### config.mk
export PLATFORM = sky130hd
export DESIGN_NAME = sfla_ctrl
export DESIGN_NICKNAME = d
export VERILOG_FILES = /design/src/hw/rtl/sfla_pkg.sv /design/src/hw/rtl/sfla_ctrl.sv
export SDC_FILE = /design/constraint.sdc
export NUM_CORES = 1
export LEC_CHECK = 0
export ABC_AREA = 1
export ABC_CLOCK_PERIOD_IN_PS = 1100
export BUFFER_PORTS_ARGS = -buffer_cell sky130_fd_sc_hd__buf_4
export CORE_UTILIZATION = 41
export DETAILED_ROUTE_END_ITERATION = 12
export GPL_ROUTABILITY_DRIVEN = 0
export PLACE_DENSITY_LB_ADDON = 0.08
export SYNTH_ARGS = -nofsm -noshare
export SYNTH_HDL_FRONTEND = slang
export SYNTH_SLANG_ARGS = --single-unit
### constraint.sdc
create_clock -name i_clk -period 1.1 [get_ports i_clk]
set_input_delay 0.055 -clock i_clk [delete_from_list [all_inputs] [get_ports i_clk]]
set_output_delay 0.055 -clock i_clk [all_outputs]
set_load 0.02 [all_outputs]
### src/hw/rtl/sfla_pkg.sv
// Types, constants and helpers of the small-block allocator.
// No dependencies; imported by every module of the block.
`timescale 1ns / 1ps

package sfla_pkg;

    localparam int ALIGN_BYTES     = 8;
    localparam int ALIGN_SH        = 3;
    localparam int MAX_SMALL_BYTES = 128;
    localparam int NUM_LISTS       = 16;
    localparam int LIST_W          = 4;
    localparam int ARENA_BYTES     = 65536;
    localparam int ADDR_W          = 17;
    localparam int LINK_DEPTH      = ARENA_BYTES / ALIGN_BYTES;
    localparam int LINK_AW         = 13;
    localparam int SZ_W            = 8;
    localparam int CNT_W           = 6;
    localparam int MAX_REFILL      = 32;

    localparam logic [ADDR_W-1:0] EMPTY_MARK = 17'h1FFFF;

    localparam logic [1:0] FUNC_ALLOC   = 2'd0;
    localparam logic [1:0] FUNC_FREE    = 2'd1;
    localparam logic [1:0] FUNC_REALLOC = 2'd2;

    localparam logic [1:0] STAT_OK       = 2'd0;
    localparam logic [1:0] STAT_OVERSIZE = 2'd1;
    localparam logic [1:0] STAT_NOMEM    = 2'd2;

    localparam logic [CNT_W-1:0] REFILL_RESET = 6'd20;

    typedef struct packed {
        logic [1:0]  func;
        logic [15:0] size;
        logic [15:0] old_size;
        logic [15:0] addr;
    } t_sfla_in;

    typedef struct packed {
        logic [15:0] block_addr;
        logic [1:0]  status;
    } t_sfla_out;

    typedef enum logic [3:0] {
        S_IDLE, S_FREE, S_ALLOC, S_POP, S_CARVE, S_DIV, S_SCAN, S_SCAV, S_THREAD, S_LINK
    } t_sfla_state;

    typedef enum logic [4:0] {
        OP_NOP, OP_LOAD, OP_PUSH_FREE, OP_POP_RD, OP_POP_WR, OP_REFILL_INIT, OP_TAKE_ALL,
        OP_DIV_INIT, OP_DIV_STEP, OP_DIV_TAKE, OP_SPILL_GROW, OP_SPILL_FAIL, OP_SCAN_NEXT,
        OP_SCAV_RD, OP_SCAV_WR, OP_NOMEM_CLR, OP_THREAD_HEAD, OP_THREAD_LINK
    } t_dp_op;

    typedef enum logic [1:0] {HS_ALLOC, HS_FREE, HS_LEFT, HS_SCAN} t_head_sel;

    typedef enum logic [1:0] {RES_ZERO, RES_ADDR, RES_CHUNK} t_res_src;

    typedef struct packed {
        t_dp_op     op;
        t_head_sel  hsel;
        logic       emit;
        t_res_src   src;
        logic [1:0] status;
    } t_sfla_cmd;

    typedef struct packed {
        logic [1:0] func;
        logic       free_ok;
        logic       alloc_ok;
        logic       head_empty;
        logic       fit_all;
        logic       fit_one;
        logic       arena_ok;
        logic       div_more;
        logic       scan_last;
        logic       cnt_gt1;
        logic       thread_last;
    } t_sfla_stat;

    typedef struct packed {
        logic              over;
        logic [LIST_W-1:0] k;
    } t_cls;

    // size class of a byte count; zero counts as one granule
    function automatic t_cls class_of(input logic [ADDR_W-1:0] n);
        t_cls              c;
        logic [ADDR_W-1:0] m;
        logic [ADDR_W-1:0] g;
        m      = (n == '0) ? ADDR_W'(1) : n;
        g      = (m - ADDR_W'(1)) >> ALIGN_SH;
        c.over = (m > ADDR_W'(MAX_SMALL_BYTES));
        c.k    = g[LIST_W-1:0];
        return c;
    endfunction

endpackage

### src/hw/rtl/sfla_ctrl.sv
// Controller state machine of the small-block allocator.
// Depends on sfla_pkg; drives sfla_datapath through command and status structs.
`timescale 1ns / 1ps

module sfla_ctrl (
    input  logic                i_clk,
    input  logic                i_rst_n,
    input  logic                start,
    output logic                busy,
    input  sfla_pkg::t_sfla_stat i_stat,
    output sfla_pkg::t_sfla_cmd  o_cmd
);
    import sfla_pkg::*;

    t_sfla_state r_state, n_state;

    always_ff @(posedge i_clk) begin
        if (!i_rst_n) begin
            r_state <= S_IDLE;
        end else begin
            r_state <= n_state;
        end
    end

    always_comb begin
        n_state = r_state;
        case (r_state)
            S_IDLE: begin
                if (start) n_state = S_FREE;
            end
            S_FREE: begin
                if (i_stat.func == FUNC_ALLOC || i_stat.func == FUNC_REALLOC) n_state = S_ALLOC;
                else n_state = S_IDLE;
            end
            S_ALLOC: begin
                if (!i_stat.alloc_ok) n_state = S_IDLE;
                else if (!i_stat.head_empty) n_state = S_POP;
                else n_state = S_CARVE;
            end
            S_POP: n_state = S_IDLE;
            S_CARVE: begin
                if (i_stat.fit_all) n_state = S_THREAD;
                else if (i_stat.fit_one) n_state = S_DIV;
                else if (i_stat.arena_ok) n_state = S_CARVE;
                else n_state = S_SCAN;
            end
            S_DIV: begin
                if (!i_stat.div_more) n_state = S_THREAD;
            end
            S_SCAN: begin
                if (!i_stat.head_empty) n_state = S_SCAV;
                else if (i_stat.scan_last) n_state = S_IDLE;
            end
            S_SCAV: n_state = S_CARVE;
            S_THREAD: begin
                if (i_stat.cnt_gt1) n_state = S_LINK;
                else n_state = S_IDLE;
            end
            S_LINK: begin
                if (i_stat.thread_last) n_state = S_IDLE;
            end
            default: n_state = S_IDLE;
        endcase
    end

    always_comb begin
        o_cmd        = '0;
        o_cmd.op     = OP_NOP;
        o_cmd.hsel   = HS_ALLOC;
        o_cmd.src    = RES_ZERO;
        o_cmd.status = STAT_OK;
        busy         = 1'b1;
        case (r_state)
            S_IDLE: begin
                busy = 1'b0;
                if (start) o_cmd.op = OP_LOAD;
            end
            S_FREE: begin
                o_cmd.hsel = HS_FREE;
                if ((i_stat.func == FUNC_FREE || i_stat.func == FUNC_REALLOC) && i_stat.free_ok) begin
                    o_cmd.op = OP_PUSH_FREE;
                end
                if (i_stat.func == FUNC_FREE) begin
                    o_cmd.emit   = 1'b1;
                    o_cmd.src    = RES_ADDR;
                    o_cmd.status = i_stat.free_ok ? STAT_OK : STAT_OVERSIZE;
                end else if (i_stat.func != FUNC_ALLOC && i_stat.func != FUNC_REALLOC) begin
                    o_cmd.emit = 1'b1;
                end
            end
            S_ALLOC: begin
                if (!i_stat.alloc_ok) begin
                    o_cmd.emit   = 1'b1;
                    o_cmd.status = STAT_OVERSIZE;
                end else if (!i_stat.head_empty) begin
                    o_cmd.op = OP_POP_RD;
                end else begin
                    o_cmd.op = OP_REFILL_INIT;
                end
            end
            S_POP: begin
                o_cmd.op   = OP_POP_WR;
                o_cmd.emit = 1'b1;
                o_cmd.src  = RES_CHUNK;
            end
            S_CARVE: begin
                o_cmd.hsel = HS_LEFT;
                if (i_stat.fit_all) o_cmd.op = OP_TAKE_ALL;
                else if (i_stat.fit_one) o_cmd.op = OP_DIV_INIT;
                else if (i_stat.arena_ok) o_cmd.op = OP_SPILL_GROW;
                else o_cmd.op = OP_SPILL_FAIL;
            end
            S_DIV: begin
                o_cmd.op = i_stat.div_more ? OP_DIV_STEP : OP_DIV_TAKE;
            end
            S_SCAN: begin
                o_cmd.hsel = HS_SCAN;
                if (!i_stat.head_empty) begin
                    o_cmd.op = OP_SCAV_RD;
                end else if (i_stat.scan_last) begin
                    o_cmd.op     = OP_NOMEM_CLR;
                    o_cmd.emit   = 1'b1;
                    o_cmd.status = STAT_NOMEM;
                end else begin
                    o_cmd.op = OP_SCAN_NEXT;
                end
            end
            S_SCAV: begin
                o_cmd.hsel = HS_SCAN;
                o_cmd.op   = OP_SCAV_WR;
            end
            S_THREAD: begin
                if (i_stat.cnt_gt1) begin
                    o_cmd.op = OP_THREAD_HEAD;
                end else begin
                    o_cmd.emit = 1'b1;
                    o_cmd.src  = RES_CHUNK;
                end
            end
            S_LINK: begin
                o_cmd.op = OP_THREAD_LINK;
                if (i_stat.thread_last) begin
                    o_cmd.emit = 1'b1;
                    o_cmd.src  = RES_CHUNK;
                end
            end
            default: busy = 1'b1;
        endcase
    end

endmodule

==> flow_metrics.tcl, run 1 <==
set metrics [dict create \
    synthCells 108 \
    postSynthAreaPerCell_um2 5.804 \
    io_pins 28 \
    failed_stage "5_1_grt" \
    dp_hpwl_um 1690 \
    ys_top_cells_by_area "dfxtp_1 13%, nand2_1 13%, nor2_1 9.6%" \
    grt_max_degree 8 \
    clock_path_buffers 2 \
    yosys.cell_types.count 22 \
    ys_seq_area_share_pct 12.77 \
    portBuffers 27 \
    dp_worst_setup_slack_ps -186.4 \
    root_buffer "clkbuf_4" \
    grt-ovfl-total 15 \
    die_w_um 41.10 \
    rows 13 \
    worstEndpointType "primary output" \
    hold_buffers 0 \
    cts_max_level 1 \
    status "aborted with a tool error" \
    start_util_pct 45.88 \
    synth_top_area_share_pct 12.77 \
    synth_top_area_cell "dfxtp_1" \
    numCtsBuffers 3 \
    ys.warnings.count 0 \
    synth_fp_nets 126 \
    cts.sinks 4 \
    gr-usage-all-layers_pct 69.81 \
    dieHeight_um 41.10 \
    syn-cell-area_um2 626.9 \
    worstEndpointGrtRepair "o_cmd[7]" \
    error "[ERROR GRT-0232] Routing congestion too high. Check the congestion heatmap in the GUI." \
    ys_ff_latch 4 \
    dp_cells 162 \
]
==> layer usage <==
layer / global-route usage, % / GRT overflow
met1: 61.34 / 0
met2: 96.09 / 10
met3: 46.74 / 0
met4: 84.68 / 5
met5: 0 / 0
==> what timing repair did <==
item | CTS
buffers inserted | 7
gates resized for setup | 28
pin swaps | 7
setup endpoints to repair | 17
==> kinds of logic after synthesis <==
logic type / Yosys count / share of synthesized area, %
AOI/OAI and AO/OA: 17 / 17.76
buffers and inverters: 20 / 12.57
DFF: 4 / 12.77
adders and majority gates: 3 / 5.989
and+or+nand+nor: 64 / 50.90
==> cells in the mapped netlist, drive strengths merged <==
master	number
o2111ai	2
buf	1
nand2	26
o32ai	1
ha	3
nand3	8
dfxtp	4
nand4	4
a21oi	6
o211ai	4
o21ai	3
inv	19
o22ai	1
nor2	23
nor3	3
==> metrics by stage <==
stage	setup TNS, ps	instance area [µm²]
2_1_floorplan	-40.88	713.2
3_3_place_gp	-927.6	1021
3_5_place_dp	-1075	1021
4_1_cts	-3675	1190
==> run 2, diff against run 1 <==
--- a/config.mk
+++ b/config.mk
@@ -6,12 +6,13 @@
 export NUM_CORES = 1
 export LEC_CHECK = 0
 export ABC_AREA = 1
-export ABC_CLOCK_PERIOD_IN_PS = 1100
+export ABC_CLOCK_PERIOD_IN_PS = 1400
 export BUFFER_PORTS_ARGS = -buffer_cell sky130_fd_sc_hd__buf_4
-export CORE_UTILIZATION = 41
+export CORE_AREA = 2 2 63 65
 export DETAILED_ROUTE_END_ITERATION = 12
+export DIE_AREA = 0 0 65 67
 export GPL_ROUTABILITY_DRIVEN = 0
-export PLACE_DENSITY_LB_ADDON = 0.08
+export PLACE_DENSITY_LB_ADDON = 0.15
 export SYNTH_ARGS = -nofsm -noshare
 export SYNTH_HDL_FRONTEND = slang
 export SYNTH_SLANG_ARGS = --single-unit
==> constraint.sdc (replaced) <==
create_clock -name i_clk -period 1.4 [get_ports i_clk]
set_input_delay 0.07 -clock i_clk [delete_from_list [all_inputs] [get_ports i_clk]]
set_output_delay 0.07 -clock i_clk [all_outputs]
set_load 0.02 [all_outputs]
==> flow_metrics.tcl, run 2 <==
set metrics [dict create \
    root_buffer "clkbuf_8" \
    post-synth-top-count-cell "nand2_1" \
    synth-edff-count 0 \
    synthArstFlopShare_pct 0 \
    ir_drop_mv 0.3953 \
    p_per_area_nw_per_um2 560.4 \
    io_pins 28 \
    whs_ps 118.7 \
    syn-cell-area_um2 626.9 \
    antenna_found_initial 0 \
    die_w_um 65 \
    synth_ff_type "dfxtp_1" \
    fin_crit_sh_pct 100.8 \
    tightest_slew_ps 266.4 \
    final_cell_mix "35 x buf_4, 15 x inv_1, 13 x nand2_1, 12 x nor2_1, 9 x nand2_2" \
    layout-drive-gt1-share_pct 55.92 \
    drc 0 \
    hold_path_class "input pin to register" \
    worstSetupPathType "register to output pin" \
    drtIter0Drc 12 \
    drt_wl_total_um 2256 \
    rsz0062_at_grt "true" \
    synthCells 108 \
    clock_path_buffers 2 \
    cts_max_level 1 \
    cp-end-kind "output pin" \
    grt_pass1_wl_um 3436 \
    ys_top_cells_by_area "dfxtp_1 13%, nand2_1 13%, nor2_1 9.6%" \
    min_period_ps 1411 \
    synth_top_area_cell "dfxtp_1" \
    insertedDiodeCount 0 \
    cts_tree "built" \
    drtPass1Iterations 4 \
    max-slew-margin-rel_pct 82.18 \
    final_area_um2 1199 \
    finalNetCount 172 \
    status "finished, violations left" \
    arrival_ps 1340 \
    cp.required_ps 1330 \
    setup_violations 2 \
    worst_slack_ps -11.10 \
    ys_ff_latch 4 \
    max_freq_ghz 0.7087 \
    grt_pass1_vias 800 \
    hold_viol_final 0 \
    ys.warnings.count 0 \
    finClkSkew_ps 2.221 \
    postSynthAreaPerCell_um2 5.804 \
    gr-usage-all-layers_pct 10.24 \
    yosys.cell_types.count 22 \
    max_flop_register "r_state" \
    wl_per_cell_um 11.28 \
    slew_violations 0 \
    cts.sinks 4 \
    synth.cells.most_frequent "21 x nand2_1, 16 x nor2_1, 15 x inv_1, 7 x nand3_1" \
    core-area_um2 3606 \
    dp_hpwl_um 1779 \
    dieArea_um2 4355 \
    final_antenna_net_count 0 \
    grt-ovfl-total 0 \
    dr_total_vias 844 \
    grt_max_degree 9 \
    cp-start-kind "register" \
    portBuffers 27 \
    syn_to_final_growth_pct 91.22 \
    largest_reg_flops 4 \
    placed_cell_area_um2 912.1 \
    synth_top_area_share_pct 12.77 \
    path_clk_slew_ps 30 \
    clkLatencyLatePin_ps 220 \
    final_common_cell "buf_4" \
    synth_fp_nets 126 \
    viasPerCell 4.220 \
    rows 22 \
    dieHeight_um 67 \
    ys_seq_area_share_pct 12.77 \
    numCtsBuffers 3 \
    violations "setup timing" \
    maxCapViolations 0 \
    cp_max_fo 4 \
    largestRegisters "r_state x4" \
    leakagePower_uw 0.0005973 \
    start_util_pct 17.38 \
]
## run 2: per-stage QoR
| stage | util (%) | total power (µW) | setup TNS (ps) | setup slack [ps] | cells |
|---|---|---|---|---|---|
| floorplan | - | 262.4 | 0 | 67.43 | 108 |
| global placement | 25.29 | 369.7 | -2.164 | -2.164 | 185 |
| detailed placement | 25.29 | 369.7 | 0 | 16.05 | 185 |
| CTS | 28.66 | 639.9 | -43.49 | -16.55 | 192 |
| global route | 33.24 | 714.0 | -210.5 | -63.03 | 200 |
| finish | 33.24 | 671.8 | -12.03 | -11.10 | 200 |
## run 2: layout make-up
type                       count  area [µm²]
multi-input combinational     84       573.1
sequential                     4       95.09
tap                           48       60.06
fill                         407        2407
timing repair buffer          42       350.3
inverter                      19       78.83
clock buffer                   3       41.29
## run 2: power breakdown
part           switching, µW  internal, µW  leakage (µW)
logic                    160           141      0.000540
registers               12.5           117     0.0000355
clock network           58.1           183     0.0000216
## run 2: path summary, 6_finish.rpt
check / slack, ps / start / to / depth (start not counted)
worst max-delay path: -10 / r_state[0] / o_cmd[8] / 7
worst min-delay path: 120 / i_rst_n / r_state[3] / 3
worst max register to register: 130 / r_state[3] / r_state[1] / 7
worst min register to register: 640 / r_state[2] / r_state[3] / 3
## run 2: logic make-up after synthesis
| logic type | Yosys count | synth area share, % |
|---|---|---|
| AO/OA/AOI/OAI | 17 | 17.76 |
| adder cells (fa/ha/maj) | 3 | 5.989 |
| AND/OR/NAND/NOR | 64 | 50.90 |
| buffers and inverters | 20 | 12.57 |
| flip-flops | 4 | 12.77 |
## run 2: metal layers
metal / vias up / global-route usage [%] / wire length (µm)
li1: 441 / - / -
met3: 2 / 1.689 / 121
met4: 0 / 3.989 / 23
met1: 377 / 12.74 / 1003
met5: - / 0 / 0
met2: 24 / 17.53 / 1108
## run 2: critical path, cell delays in order, from the launching register on
cell       delay, ps
dfxtp_4          370
inv_4             50
nor2_4           190
buf_6            120
nor2_1            40
nand2_1           80
o2111ai_2         90
buf_4            170
## run 2: repair_timing
action                                 4_1_cts  5_1_grt
buffers inserted                             4        8
endpoints found under the hold margin        0        0
pin swaps                                    4       12
resized for setup                           18       25
setup endpoints to repair                    9        6
hold buffers                                 0        0
Power figures use the tool's default switching activity.
